## src/sv/v3m_pkg.sv

```systemverilog
// v3m_pkg: shared types, codes and helpers for the vec3 math unit
// used by every module of the block; depends on nothing

package v3m_pkg;

    localparam int FRAC_BITS_DEF = 16;
    localparam int DATA_W        = 32;
    localparam int NUM_REGS      = 6;
    localparam int SQRT_STAGES   = 32;

    localparam logic [3:0] OP_ADD   = 4'd0;
    localparam logic [3:0] OP_SUB   = 4'd1;
    localparam logic [3:0] OP_SCALE = 4'd2;
    localparam logic [3:0] OP_NEG   = 4'd3;
    localparam logic [3:0] OP_DOT   = 4'd4;
    localparam logic [3:0] OP_CROSS = 4'd5;
    localparam logic [3:0] OP_MAG   = 4'd6;
    localparam logic [3:0] OP_NORM  = 4'd7;
    localparam logic [3:0] OP_POINT = 4'd8;
    localparam logic [3:0] OP_DIR   = 4'd9;
    localparam logic [3:0] OP_EQ    = 4'd10;

    localparam logic [1:0] ST_OK        = 2'd0;
    localparam logic [1:0] ST_ZERO_NORM = 2'd1;
    localparam logic [1:0] ST_BAD_OP    = 2'd2;

    localparam logic [2:0] REG_ROW0_C01 = 3'd0;
    localparam logic [2:0] REG_ROW0_C23 = 3'd1;
    localparam logic [2:0] REG_ROW1_C01 = 3'd2;
    localparam logic [2:0] REG_ROW1_C23 = 3'd3;
    localparam logic [2:0] REG_ROW2_C01 = 3'd4;
    localparam logic [2:0] REG_ROW2_C23 = 3'd5;

    localparam logic [63:0] RST_ROW0_C01 = 64'h0000_0000_0001_0000;
    localparam logic [63:0] RST_ROW0_C23 = 64'h0;
    localparam logic [63:0] RST_ROW1_C01 = 64'h0001_0000_0000_0000;
    localparam logic [63:0] RST_ROW1_C23 = 64'h0;
    localparam logic [63:0] RST_ROW2_C01 = 64'h0;
    localparam logic [63:0] RST_ROW2_C23 = 64'h0000_0000_0001_0000;

    typedef struct packed {
        logic [3:0]         op;
        logic signed [31:0] ax;
        logic signed [31:0] ay;
        logic signed [31:0] az;
        logic signed [31:0] bx;
        logic signed [31:0] by;
        logic signed [31:0] bz;
        logic signed [31:0] s;
    } item_t;

    typedef struct packed {
        logic [3:0]         op;
        logic signed [31:0] a;
        logic signed [31:0] res;
        logic signed [63:0] dot;
        logic [63:0]        sq;
        logic               eq;
    } lane_out_t;

    typedef struct packed {
        logic [3:0]         op;
        logic signed [31:0] rx;
        logic signed [31:0] ry;
        logic signed [31:0] rz;
        logic signed [31:0] scalar;
        logic [2:0]         neg;
        logic [31:0]        abs_x;
        logic [31:0]        abs_y;
        logic [31:0]        abs_z;
    } side_t;

    function automatic logic signed [31:0] sat32(input logic signed [65:0] v);
        if (v > 66'sd2147483647)
            return 32'sh7fff_ffff;
        else if (v < -66'sd2147483648)
            return 32'sh8000_0000;
        else
            return v[31:0];
    endfunction

endpackage

```

## src/sv/v3m_isqrt.sv

```systemverilog
// v3m_isqrt: pipelined integer square root, two radicand bits per stage
// depends on v3m_pkg

module v3m_isqrt (
    input  logic        clk,
    input  logic        adv,
    input  logic [63:0] sq,
    output logic [31:0] mag
);

    localparam int N = v3m_pkg::SQRT_STAGES;

    logic [63:0] n_reg    [N];
    logic [32:0] rem_reg  [N];
    logic [31:0] root_reg [N];

    genvar g;
    generate
        for (g = 0; g < N; g++)
        begin : g_stage
            logic [63:0] n_in;
            logic [32:0] rem_in;
            logic [31:0] root_in;
            logic [34:0] rem_sh;
            logic [34:0] trial;
            logic [34:0] diff;
            logic        fit;

            if (g == 0)
            begin : g_first
                assign n_in    = sq;
                assign rem_in  = '0;
                assign root_in = '0;
            end
            else
            begin : g_next
                assign n_in    = n_reg[g-1];
                assign rem_in  = rem_reg[g-1];
                assign root_in = root_reg[g-1];
            end

            assign rem_sh = {rem_in, n_in[63:62]};
            assign trial  = {1'b0, root_in, 2'b01};
            assign fit    = (rem_sh >= trial);
            assign diff   = rem_sh - trial;

            always_ff @(posedge clk)
            begin
                if (adv)
                begin
                    n_reg[g]    <= {n_in[61:0], 2'b00};
                    rem_reg[g]  <= fit ? diff[32:0] : rem_sh[32:0];
                    root_reg[g] <= {root_in[30:0], fit};
                end
            end
        end
    endgenerate

    assign mag = root_reg[N-1];

endmodule

```

## config.mk

```make
export PLATFORM = sky130hd
export DESIGN_NAME = v3m_isqrt
export DESIGN_NICKNAME = d
export VERILOG_FILES = /design/src/sv/v3m_pkg.sv /design/src/sv/v3m_isqrt.sv
export SDC_FILE = /design/constraint.sdc
export NUM_CORES = 2
export LEC_CHECK = 0
export BUFFER_PORTS_ARGS = -buffer_cell sky130_fd_sc_hd__buf_2
export CAP_MARGIN = 20
export CORE_ASPECT_RATIO = 1.25
export CORE_UTILIZATION = 58
export CTS_CLUSTER_DIAMETER = 150
export CTS_CLUSTER_SIZE = 20
export DETAILED_ROUTE_END_ITERATION = 7
export GPL_TIMING_DRIVEN = 0
export MAX_ROUTING_LAYER = met4
export PLACE_DENSITY = 0.74
export SLEW_MARGIN = 25
export SYNTH_ARGS = -nofsm -noshare
export SYNTH_HDL_FRONTEND = slang
export SYNTH_MEMORY_MAX_BITS = 65536
export SYNTH_SLANG_ARGS = --single-unit
```

## constraint.sdc

```tcl
create_clock -name clk -period 5.3 [get_ports clk]
set_input_delay 1.06 -clock clk [delete_from_list [all_inputs] [get_ports clk]]
set_output_delay 1.06 -clock clk [all_outputs]
set_load 0.02 [all_outputs]
```

# Word-level counts from Yosys, hierarchy flattened
# Memory sizes are Yosys's and may differ from the RTL's.
# Cells that the tools add are included.
[totals] register_bits=0 ram_bits=4064 inputBits=66 output_inout_bits=32 wordCells=101 n_memories=3
[classes] add_sub_neg=32 order_cmp=32 mux=34
[memory_table] name="n_reg" words=32 width=62 rd=31 rd_ports_with_merged_regs=0 write_ports=32 line="v3m_isqrt.sv:13" rtl="logic [63:0] n_reg [N];"
[memory_table] name="rem_reg" words=32 width=33 rd=31 rd_ports_with_merged_regs=0 write_ports=32 line="v3m_isqrt.sv:14" rtl="logic [32:0] rem_reg [N];"
[memory_table] name="root_reg" words=32 width=32 rd=32 rd_ports_with_merged_regs=0 write_ports=32 line="v3m_isqrt.sv:15" rtl="logic [31:0] root_reg [N];"
[ops] operator="$ge 35x34->1" count=31
[ops] operator="$mux 33" count=32
[ops] operator="$sub 33x33->33" count=31
[ops] operator="$sub 2x1->3 const B" count=1
[ops] operator="$ge 2x1->1 const B" count=1
[ops] operator="$mux 1" count=2

# Logic depth before layout (Yosys ltp)
# An unclocked memory read counts as a cell.
[logic_depth] word_depth=3 mapped_depth=14

# Worst setup path before layout
# OpenSTA, ideal clock, no wires.
[synth_path] path_type="reg2reg" startpoint="memory rem_reg[29][6]" endpoint="memory rem_reg[30][8], data pin" setup_time_ns=0.260 arrival_time_ns=3.292 required_time_ns=5.040 setup_slack_ns=1.748 path_stages_with_launch=11 period_less_slack_ns=3.552 path_cell_list="edfxtp_1 > ha_1 > and3_1 > and4_1 > a221oi_1 > a31oi_1 > a221oi_1 > o221ai_1 > a31oi_1 > buf_2 > mux2_2"
[synth_lines] item="start: declaration" line="v3m_isqrt.sv:14"

==> impl_metrics.env <==
export IMPL_grt_pass1_vias=70595
export IMPL_placeableCoreArea_um2=200000
export IMPL_wl_um=255000
export IMPL_clk_pin_slew_ns=0.09
export IMPL_antenna_found_initial=3
export IMPL_dieHeight_um=504
export IMPL_synth_top_area_share_pct=64.1
export IMPL_clockRootBuffer="clkbuf_16"
export IMPL_crit_slowest_cell="o21ai_1"
export IMPL_synth_most_common_cell="edfxtp_1"
export IMPL_routabilityCongestion=0.926
export IMPL_power_density_nw_per_um2=395
export IMPL_p_int_mw=34.6
export IMPL_via_count=70806
export IMPL_ios=98
export IMPL_fin_util_pct=62.8
export IMPL_cts_setup_buffers=0
export IMPL_die_area_um2=203000
export IMPL_synthArstFlopShare_pct=0
export IMPL_worstSetupStartpointType="flip-flop"
export IMPL_postRouteAntennaNets=0
export IMPL_cp_end_kind="flip-flop"
export IMPL_yosysWarnings=0
export IMPL_r2r_worst_path_cells=11
export IMPL_synth_nets=9729
export IMPL_maxCapViolations=0
export IMPL_wl_met1_um=100000
export IMPL_first_pass_iters=8
export IMPL_yosysTopAreaCell="edfxtp_1"
export IMPL_fp_dieW_um=404
export IMPL_seq_area_um2=74900
export IMPL_htreeDepth=4
export IMPL_clock_sinks=2495
export IMPL_cts_tree="done"
export IMPL_p_seq_share_pct=53.7
export IMPL_clk_latency_ns=0.87
export IMPL_grt_total_usage_pct=25.7
export IMPL_grt_pass1_wl_um=394000
export IMPL_hpwl_um=188000
export IMPL_synth_cell_types=90
export IMPL_synth_main_ff_cell="edfxtp_1"
export IMPL_yosysSeqAreaShare_pct=64.1
export IMPL_syn2layout_area_growth_pct=7.21
export IMPL_viasPerCell=5.87
export IMPL_max_stage_delay_ns=0.78
export IMPL_worstMarginPinSlew_ns=1.03
export IMPL_postCtsHoldBufs=0
export IMPL_worstPathRequired_ns=5.86
export IMPL_synth_area_um2=117000
export IMPL_critPathTopFamily="compound AO/OA/AOI/OAI gates"
export IMPL_fin_crit_sh_pct=95.0
export IMPL_cp_num_cells=11
export IMPL_synth_edf_count=2495
export IMPL_power_mw=49.6
export IMPL_cts_resized=0
export IMPL_swShare_pct=30.3
export IMPL_cts_buffers=142
export IMPL_cpMostUsedCell="o21a_1"
export IMPL_first_iter_violations=5494
export IMPL_critPathMaxFanout=10
export IMPL_rsz0062_at_grt="false"
export IMPL_grt_overflow=0
export IMPL_hold_depth=0
export IMPL_yosys_top_cells_area="edfxtp_1, ha_1, xnor2_1"
export IMPL_path_cells="ha_1 > o21a_1 > o21a_1 > o2111ai_1 > a21oi_1 > o311ai_1 > a2111oi_0 > nand2b_1 > o21ai_1 > clkbuf_1 > mux2_2"
export IMPL_slew_violations=0
export IMPL_fin_crit_ns=5.04
export IMPL_fillers=15117
export IMPL_relSlewSlack_pct=30.9
export IMPL_combinationalPowerShare_pct=23.9
export IMPL_power_net_switching_mw=15.0
export IMPL_drc=0
export IMPL_drive_gt1_share_pct=4.92
export IMPL_synthCells=9102
export IMPL_p_leak_nw=47.4
export IMPL_critical_path_class="reg -> reg"
export IMPL_fmax_ghz=0.199
export IMPL_largest_reg_flops=992
export IMPL_finalHoldViolCount=0
export IMPL_cts_buffer_depth=3
export IMPL_crit_buf_inv=1
export IMPL_layout_nets=9990
export IMPL_outcome="finished clean"
export IMPL_synthTopCellsByCount="edfxtp_1, inv_1, nand2_1"
export IMPL_start_util_pct=58.6
export IMPL_hold_path_class="reg -> reg"
export IMPL_dr_max_layer_used="met4"
export IMPL_clockPowerShare_pct=22.4
export IMPL_max_vdd_ir_drop_v=0.000382
export IMPL_wire_per_inst_um=21.2
export IMPL_multiInputGateArea_um2=38700
export IMPL_num_rows=183
export IMPL_dr_wl_met2_um=137000
export IMPL_synth_avg_cell_area_um2=12.8
export IMPL_wl_met3_um=8270
export IMPL_setup_viol=0
export IMPL_critPathArrivalTime_ns=5.60
export IMPL_grt_max_degree=147
export IMPL_port_buffer_count=97
export IMPL_skew_ns=0.0835
export IMPL_ys_seq_elements=2495
==> metrics by stage <==
stage / hold slack, ns / cells / instance area (µm²) / TNS, ns / setup slack [ns]
finish: 0.356 / 12061 / 125000 / 0 / 0.262
detailed placement: 0.405 / 11901 / 121000 / -57.99 / -0.504
CTS: 0.284 / 12059 / 125000 / 0 / 0.169
global route: 0.307 / 12060 / 125000 / 0 / 0.00341
global placement: 0.400 / 11881 / 121000 / - / -33.89
floorplan: 0.400 / 9102 / 117000 / 0 / 1.75
==> cell type report <==
class                           count  share of cell area (%)
Inverter                          716                    2.14
Multi-Input combinational cell   5716                    30.9
Sequential cell                  2495                    59.8
Tap cell                         2682                    2.68
Clock buffer                      142                    2.83
Clock inverter                     16                   0.365
Timing Repair Buffer              117                   0.820
Antenna cell                        2                 0.00399
Buffer                            175                   0.534
==> placed cells by master, fill, tap and decap left out, types with 175 or more instances in the layout <==
cell type	count
a21oi_1	572
nor2_1	565
o21ai_0	478
nor3_1	226
a21o_1	244
inv_1	712
nand3_1	175
xor2_1	377
xnor2_1	395
edfxtp_1	2495
nand2_1	608
ha_1	561
==> power by group through the flow <==
stage | clock [mW] | combinational [mW] | sequential, mW
2_1_floorplan | 0 | 8.56 | 26.2
3_3_place_gp | 0 | 11.5 | 28.4
3_5_place_dp | 0 | 11.7 | 27.1
4_1_cts | 11.5 | 11.8 | 26.6
5_1_grt | 12.1 | 13.1 | 26.8
6_report | 11.1 | 11.8 | 26.6
==> routing by layer <==
layer	up-vias	GRT usage (%)
li1	34128	-
met1	34566	29.3
met2	1664	46.5
met3	448	2.43
met4	0	9.73
met5	-	-
==> logic make-up after synthesis <==
group                      share of synthesized area [%]
muxes                                               1.00
adders and majority gates                           6.00
and+or+nand+nor                                     10.1
other                                            0.00321
buffers and inverters                               2.87
DFF                                                 64.1
AOI/OAI and AO/OA                                   10.2
xor gates and xnor gates                            5.78
==> worst paths after layout <==
path | start | to | slack (ns)
setup / recovery | rem_reg[23][0] | rem_reg[24][19] | 0.26
hold / removal | n_reg[17][59] | n_reg[18][61] | 0.36
setup reg to reg | rem_reg[23][0] | rem_reg[24][19] | 0.26
hold reg to reg | n_reg[17][59] | n_reg[18][61] | 0.36
No activity file was read; power rests on OpenSTA's default activity.
