$ cat config.mk
export PLATFORM = sky130hd
export DESIGN_NAME = v3m_div
export DESIGN_NICKNAME = d
export VERILOG_FILES = /design/src/sv/v3m_pkg.sv /design/src/sv/v3m_div.sv
export SDC_FILE = /design/constraint.sdc
export NUM_CORES = 2
export LEC_CHECK = 0
export BUFFER_PORTS_ARGS = -buffer_cell sky130_fd_sc_hd__buf_2
export CAP_MARGIN = 30
export CORE_MARGIN = 2
export CORE_UTILIZATION = 45
export DETAILED_ROUTE_END_ITERATION = 16
export PLACE_DENSITY = 0.69
export SLEW_MARGIN = 20
export SYNTH_ARGS = -nofsm -noshare
export SYNTH_HDL_FRONTEND = slang
export SYNTH_SLANG_ARGS = --single-unit
$ cat constraint.sdc
create_clock -name clk -period 10.6 [get_ports clk]
set_input_delay 1.06 -clock clk [delete_from_list [all_inputs] [get_ports clk]]
set_output_delay 1.06 -clock clk [all_outputs]
set_load 0.05 [all_outputs]
$ cat src/sv/v3m_pkg.sv
// v3m_pkg: shared types, codes and helpers for the vec3 math unit
// used by every module of the block; depends on nothing

package v3m_pkg;

    localparam int FRAC_BITS_DEF = 16;
    localparam int DATA_W        = 32;
    localparam int NUM_REGS      = 6;
    localparam int SQRT_STAGES   = 32;

    localparam logic [3:0] OP_ADD   = 4'd0;
    localparam logic [3:0] OP_SUB   = 4'd1;
    localparam logic [3:0] OP_SCALE = 4'd2;
    localparam logic [3:0] OP_NEG   = 4'd3;
    localparam logic [3:0] OP_DOT   = 4'd4;
    localparam logic [3:0] OP_CROSS = 4'd5;
    localparam logic [3:0] OP_MAG   = 4'd6;
    localparam logic [3:0] OP_NORM  = 4'd7;
    localparam logic [3:0] OP_POINT = 4'd8;
    localparam logic [3:0] OP_DIR   = 4'd9;
    localparam logic [3:0] OP_EQ    = 4'd10;

    localparam logic [1:0] ST_OK        = 2'd0;
    localparam logic [1:0] ST_ZERO_NORM = 2'd1;
    localparam logic [1:0] ST_BAD_OP    = 2'd2;

    localparam logic [2:0] REG_ROW0_C01 = 3'd0;
    localparam logic [2:0] REG_ROW0_C23 = 3'd1;
    localparam logic [2:0] REG_ROW1_C01 = 3'd2;
    localparam logic [2:0] REG_ROW1_C23 = 3'd3;
    localparam logic [2:0] REG_ROW2_C01 = 3'd4;
    localparam logic [2:0] REG_ROW2_C23 = 3'd5;

    localparam logic [63:0] RST_ROW0_C01 = 64'h0000_0000_0001_0000;
    localparam logic [63:0] RST_ROW0_C23 = 64'h0;
    localparam logic [63:0] RST_ROW1_C01 = 64'h0001_0000_0000_0000;
    localparam logic [63:0] RST_ROW1_C23 = 64'h0;
    localparam logic [63:0] RST_ROW2_C01 = 64'h0;
    localparam logic [63:0] RST_ROW2_C23 = 64'h0000_0000_0001_0000;

    typedef struct packed {
        logic [3:0]         op;
        logic signed [31:0] ax;
        logic signed [31:0] ay;
        logic signed [31:0] az;
        logic signed [31:0] bx;
        logic signed [31:0] by;
        logic signed [31:0] bz;
        logic signed [31:0] s;
    } item_t;

    typedef struct packed {
        logic [3:0]         op;
        logic signed [31:0] a;
        logic signed [31:0] res;
        logic signed [63:0] dot;
        logic [63:0]        sq;
        logic               eq;
    } lane_out_t;

    typedef struct packed {
        logic [3:0]         op;
        logic signed [31:0] rx;
        logic signed [31:0] ry;
        logic signed [31:0] rz;
        logic signed [31:0] scalar;
        logic [2:0]         neg;
        logic [31:0]        abs_x;
        logic [31:0]        abs_y;
        logic [31:0]        abs_z;
    } side_t;

    function automatic logic signed [31:0] sat32(input logic signed [65:0] v);
        if (v > 66'sd2147483647)
            return 32'sh7fff_ffff;
        else if (v < -66'sd2147483648)
            return 32'sh8000_0000;
        else
            return v[31:0];
    endfunction

endpackage

$ cat src/sv/v3m_div.sv
// v3m_div: pipelined restoring divider, one quotient bit per stage
// depends on v3m_pkg for the default fraction width

module v3m_div #(
    parameter int FRAC_BITS = v3m_pkg::FRAC_BITS_DEF
) (
    input  logic               clk,
    input  logic               adv,
    input  logic [31:0]        num,
    input  logic [31:0]        dvs,
    output logic [FRAC_BITS:0] quo,
    output logic [31:0]        dvs_out
);

    localparam int N = FRAC_BITS + 1;

    logic [31:0]        rem_reg [N];
    logic [31:0]        dvs_reg [N];
    logic [FRAC_BITS:0] quo_reg [N];

    // num never exceeds dvs, so the quotient fits FRAC_BITS+1 bits
    genvar g;
    generate
        for (g = 0; g < N; g++)
        begin : g_stage
            logic [32:0]        r_in;
            logic [31:0]        d_in;
            logic [FRAC_BITS:0] q_in;
            logic [32:0]        diff;
            logic               fit;

            if (g == 0)
            begin : g_first
                assign r_in = {1'b0, num};
                assign d_in = dvs;
                assign q_in = '0;
            end
            else
            begin : g_next
                assign r_in = {rem_reg[g-1], 1'b0};
                assign d_in = dvs_reg[g-1];
                assign q_in = quo_reg[g-1];
            end

            assign fit  = (r_in >= {1'b0, d_in});
            assign diff = r_in - {1'b0, d_in};

            always_ff @(posedge clk)
            begin
                if (adv)
                begin
                    rem_reg[g] <= fit ? diff[31:0] : r_in[31:0];
                    dvs_reg[g] <= d_in;
                    quo_reg[g] <= {q_in[FRAC_BITS-1:0], fit};
                end
            end
        end
    endgenerate

    assign quo     = quo_reg[N-1];
    assign dvs_out = dvs_reg[N-1];

endmodule

**Word level (Yosys, flattened, before mapping)**

Memory sizes are Yosys's and may differ from the RTL's.
Index checks and enable logic that the tools add are counted.

- Bits of input ports: 66
- Flip-flop bits (word level): 0
- Output and inout bits: 49
- Word-level logic and storage cells: 56
- Memories kept: 3
- RAM bits: 1377

- $lt $le $gt $ge: 17
- Muxes and demuxes: 19
- $add $sub $neg: 17

Memories:

| name | words | width | read ports | clocked after memory_dff | wr ports | line | source |
|---|---|---|---|---|---|---|---|
| dvs_reg | 17 | 32 | 17 | 0 | 17 | v3m_div.sv:18 | `logic [31:0] dvs_reg [N];` |
| rem_reg | 17 | 32 | 16 | 0 | 17 | v3m_div.sv:17 | `logic [31:0] rem_reg [N];` |
| quo_reg | 17 | 17 | 17 | 0 | 17 | v3m_div.sv:19 | `logic [FRAC_BITS:0] quo_reg [N];` |

Operator list:

| kind | count |
|---|---|
| two-way mux 32 bit | 17 |
| subtractor 32 bit | 17 |
| >= comparator 33 x 32 -> 1 bit | 16 |
| >= comparator 32 bit | 1 |
| two-way mux 1 bit | 2 |

**Longest topological paths before layout**

An unclocked memory read counts as a cell.

- Depth after elaboration: 3
- Gate-level depth with buffers: 16
- Gate-level depth less buffers: 14

**Worst setup path before layout**

Ideal clock, no wire load.

- Kind: input to register
- Start point: input port dvs[6]
- End point: memory rem_reg[0][25], data pin
- Library setup time: 269 ps
- Data arrival time: 3695 ps
- Setup slack: 6637 ps
- Cell stages on the path: 13
- Data required time: 10331 ps
- Buffers on the path: 0
- Cell sequence: inv_1 -> ha_1 -> a21o_1 -> a21o_1 -> a21o_1 -> a311o_1 -> a31oi_1 -> o21bai_1 -> a221o_1 -> a211o_1 -> a21oi_1 -> xor2_1 -> mux2i_1

RTL lines:

| element | line | source |
|---|---|---|
| start, declared | v3m_div.sv:10 | `input logic [31:0] dvs,` |
| end, declared | v3m_div.sv:17 |  |

==> summary.md <==
| Metric | Value |
|---|---|
| Worst Hold Depth | 0 |
| Synth Register Bits | 1209 |
| Setup TNS | 0 ns |
| RePlAce Congestion | 0.966 |
| Post-CTS Resized | 0 |
| Number of global-route vias before repair | 48900 |
| Share of cells above drive strength 1 | 7.72% |
| Hpwl dp | 115000 um |
| CTS tree | built |
| Reg-to-Reg End | rem_reg[0][291] |
| Pwr per Cell Area | 302 nW/um^2 |
| Hold Crit Class | register to register |
| H-tree levels | 4 |
| Tmin final | 4.62 ns |
| Final Hold Viols | 0 |
| Pin count of the biggest net entering global routing | 169 |
| Die area | 159000 um^2 |
| Worst Hold Launch | quo_reg[0][234] |
| CTS clk-pin slew, worst paths | 0.06 ns |
| DP Area | 72700 um^2 |
| Clock Path Buffers | 3 |
| R2r setup slk | 5.98 ns |
| Final hold slack | 0.413 ns |
| Startpoint types | register |
| Post-route clock period utilization | 43.6% |
| Crit end category | register |
| CP peak stage delay | 0.57 ns |
| Worst Path Arrival | 5.12 ns |
| Port buffer count | 114 |
| Cell Rows | 144 |
| Final Util | 49.9% |
| Syn_nets | 7107 |
| Final-report max-slew violation count | 0 |
| CTS Buf Count | 139 |
| Post-synth top area cell | edfxtp_1 |
| Share of the synthesized area in the top cell type | 51.8% |
| Synth warn | 0 |
| Post-synthesis instance total | 6482 |
| Setup Slack @ Placement | 6.07 ns |
| Status | completed |
| Final Net Count | 7177 |
| Fmax | 217 MHz |
| RSZ-0062 raised after global routing | no |
| DRT Pass-1 Iters | 6 |
| DR vias | 47300 |
| Initial antenna violation count | 0 |
| Total core area | 154000 um^2 |
| Placed Cells | 8454 |
| Tot Pwr | 23.3 mW |
| Post-synthesis cell area | 70100 um^2 |
| Number of synthesized flops with an enable pin | 1209 |
| Count of hold-fix buffers inserted at cts | 0 |
| Design Area, Final | 77100 um^2 |
| Top_reg_cell synth | edfxtp_1 |
| Final WS setup | 5.98 ns |
| Critical path class | register to register |
| CP max stage cell | o21ai_0 |
| Drt via density | 5.44 |
| Cell mode on critical path | o21ai_0 |
| GRT Total Usage | 19.0% |
| Post-synth ARST share | 0% |
| Synth cell types | 85 |
| # setup viols final | 0 |
| 1st-iter DRT viols | 2152 |
| Global-route wire length before repair | 242000 um |
| WP data required | 11.10 ns |
| Clk Tree Root Cell | clkbuf_16 |
| Most frequent cell after synthesis | edfxtp_1 |
| Max reg flops | 544 |
| Mapped Avg Cell Area | 10.8 um^2 |
| Clock latency at the later pin of the worst-skew pair | 0.75 ns |
| Fill count | 13600 |
| # Post-CTS Setup Buffers | 0 |
| Critical Path Fanout Max | 61 |
| Antenna violation net count after detailed routing | 0 |
| Die height | 399 um |
| Worst Max-Slew Pin Slew | 1.14 ns |
| Synth top cells by count | 1209 x edfxtp_1, 669 x inv_1, 584 x a21oi_1, 543 x ha_1, 504 x nand2_1 |
| Finished Layout Cells | 8700 |
| Worst Skew | 0.0202 ns |
| Area contributors post-synth | edfxtp_1 52%, ha_1 9.7%, a21oi_1 4.2% |
| Worst reg2reg startpoint | rem_reg[0][256] |
| CTS Sinks | 1209 |
| Max-cap violations | 0 |
| Pleak | 31.8 nW |
| I/O pins | 115 |
| Residual DRC | 0 |
| Reg2Reg Depth | 12 |
| Drt wl/cell | 17.4 um |
| Die width | 399 um |
| Hold path endpoint | quo_reg[0][252] |
| Initial Utilization | 45.4% |
| Relative slew slack | 24.3% |
| Area delta synth->final | 10.0% |
| Max rail drop VDD | 0.180 mV |
| Grt ovf | 0 |
| Final WL | 151000 um |
| Crit path cell chain | ha_1, nor2b_1, o21a_1, o21ai_0, a21oi_1, o21ai_0, a211oi_1, nor3_1, o211ai_1, a31oi_4, buf_4, mux2_2 |
| Seq/Total Area, Yosys | 51.8% |
-- worst max path at each step --
stage | from | slack (ns) | endpoint | depth (start not counted)
4_1_cts | rem_reg[0][32] | 6.09 | rem_reg[0][80] | 13
2_1_floorplan | dvs[6] | 6.64 | rem_reg[0][25] | 13
6_report | rem_reg[0][256] | 5.98 | rem_reg[0][291] | 12
3_3_place_gp | num[0] | 6.10 | rem_reg[0][26] | 13
3_5_place_dp | num[6] | 6.07 | rem_reg[0][25] | 13
5_1_grt | dvs_reg[0][257] | 5.77 | rem_reg[0][291] | 13
-- worst max-delay path, delay by kind of cell (launching register included) --
family / cells / cell delay (ns)
adder cells (fa/ha/maj): 1 / 0.33
AO/OA/AOI/OAI: 7 / 2.02
AND/OR/NAND/NOR: 2 / 0.70
buffers and inverters: 1 / 0.46
multiplexers: 1 / 0.39
flip-flops: 1 / 0.42
-- per-layer routing --
layer  share of wire [%]  global-route usage, %  up-vias
met4                 6.4                   11.7        0
met3                 2.9                   2.64      451
met2                  56                   38.5     1010
li1                    -                      -    23700
met5                   0                      0        -
met1                  35                   17.4    22200
-- kinds of logic (layout without fill, tap and decap cells) --
kind of cell / after synthesis / in the layout / synth area share, %
AO/OA/AOI/OAI: 1837 / 1837 / 16.2
XOR/XNOR: 440 / 440 / 5.50
adder cells (fa/ha/maj): 559 / 559 / 10.1
AND/OR/NAND/NOR: 1429 / 1429 / 9.45
multiplexers: 124 / 124 / 1.98
buffers and inverters: 884 / 1057 / 4.97
other: 0 / 1 / 0
flip-flops: 1209 / 1209 / 51.8
-- cell type report --
type                            count  area, um^2  area share (%)
Clock inverter                     81         820            1.06
Sequential cell                  1209       36300            47.1
Antenna cell                        1        2.50         0.00325
Timing Repair Buffer              144         893            1.16
Tap cell                         2044        2560            3.32
Clock buffer                      163        3610            4.68
Multi-Input combinational cell   4389       30400            39.4
Inverter                          669        2510            3.26
-- layout by cell type, fill, tap and decap left out, types with 62 or more instances in the layout --
cell,synthesis,layout
a21o_1,288,288
a21oi_1,584,582
buf_2,33,113
clkbuf_16,0,141
edfxtp_1,1209,1209
ha_1,543,543
inv_1,669,669
mux2_2,114,114
nand2_1,504,504
nand2b_1,71,71
nand3_1,97,96
nand4_1,96,96
nor2_1,375,375
nor2b_1,81,81
nor3_1,62,62
o21a_1,76,76
o21ai_0,482,481
o21bai_1,70,70
xnor2_1,252,252
xor2_1,188,188
-- power breakdown --
part	internal (mW)	leakage (nW)	switching (mW)
logic	4.47	17.8	6.31
clock network	2.74	2.17	1.93
registers	7.17	11.8	0.645
total	14.4	31.8	8.88
Power figures use the tool's default switching activity.
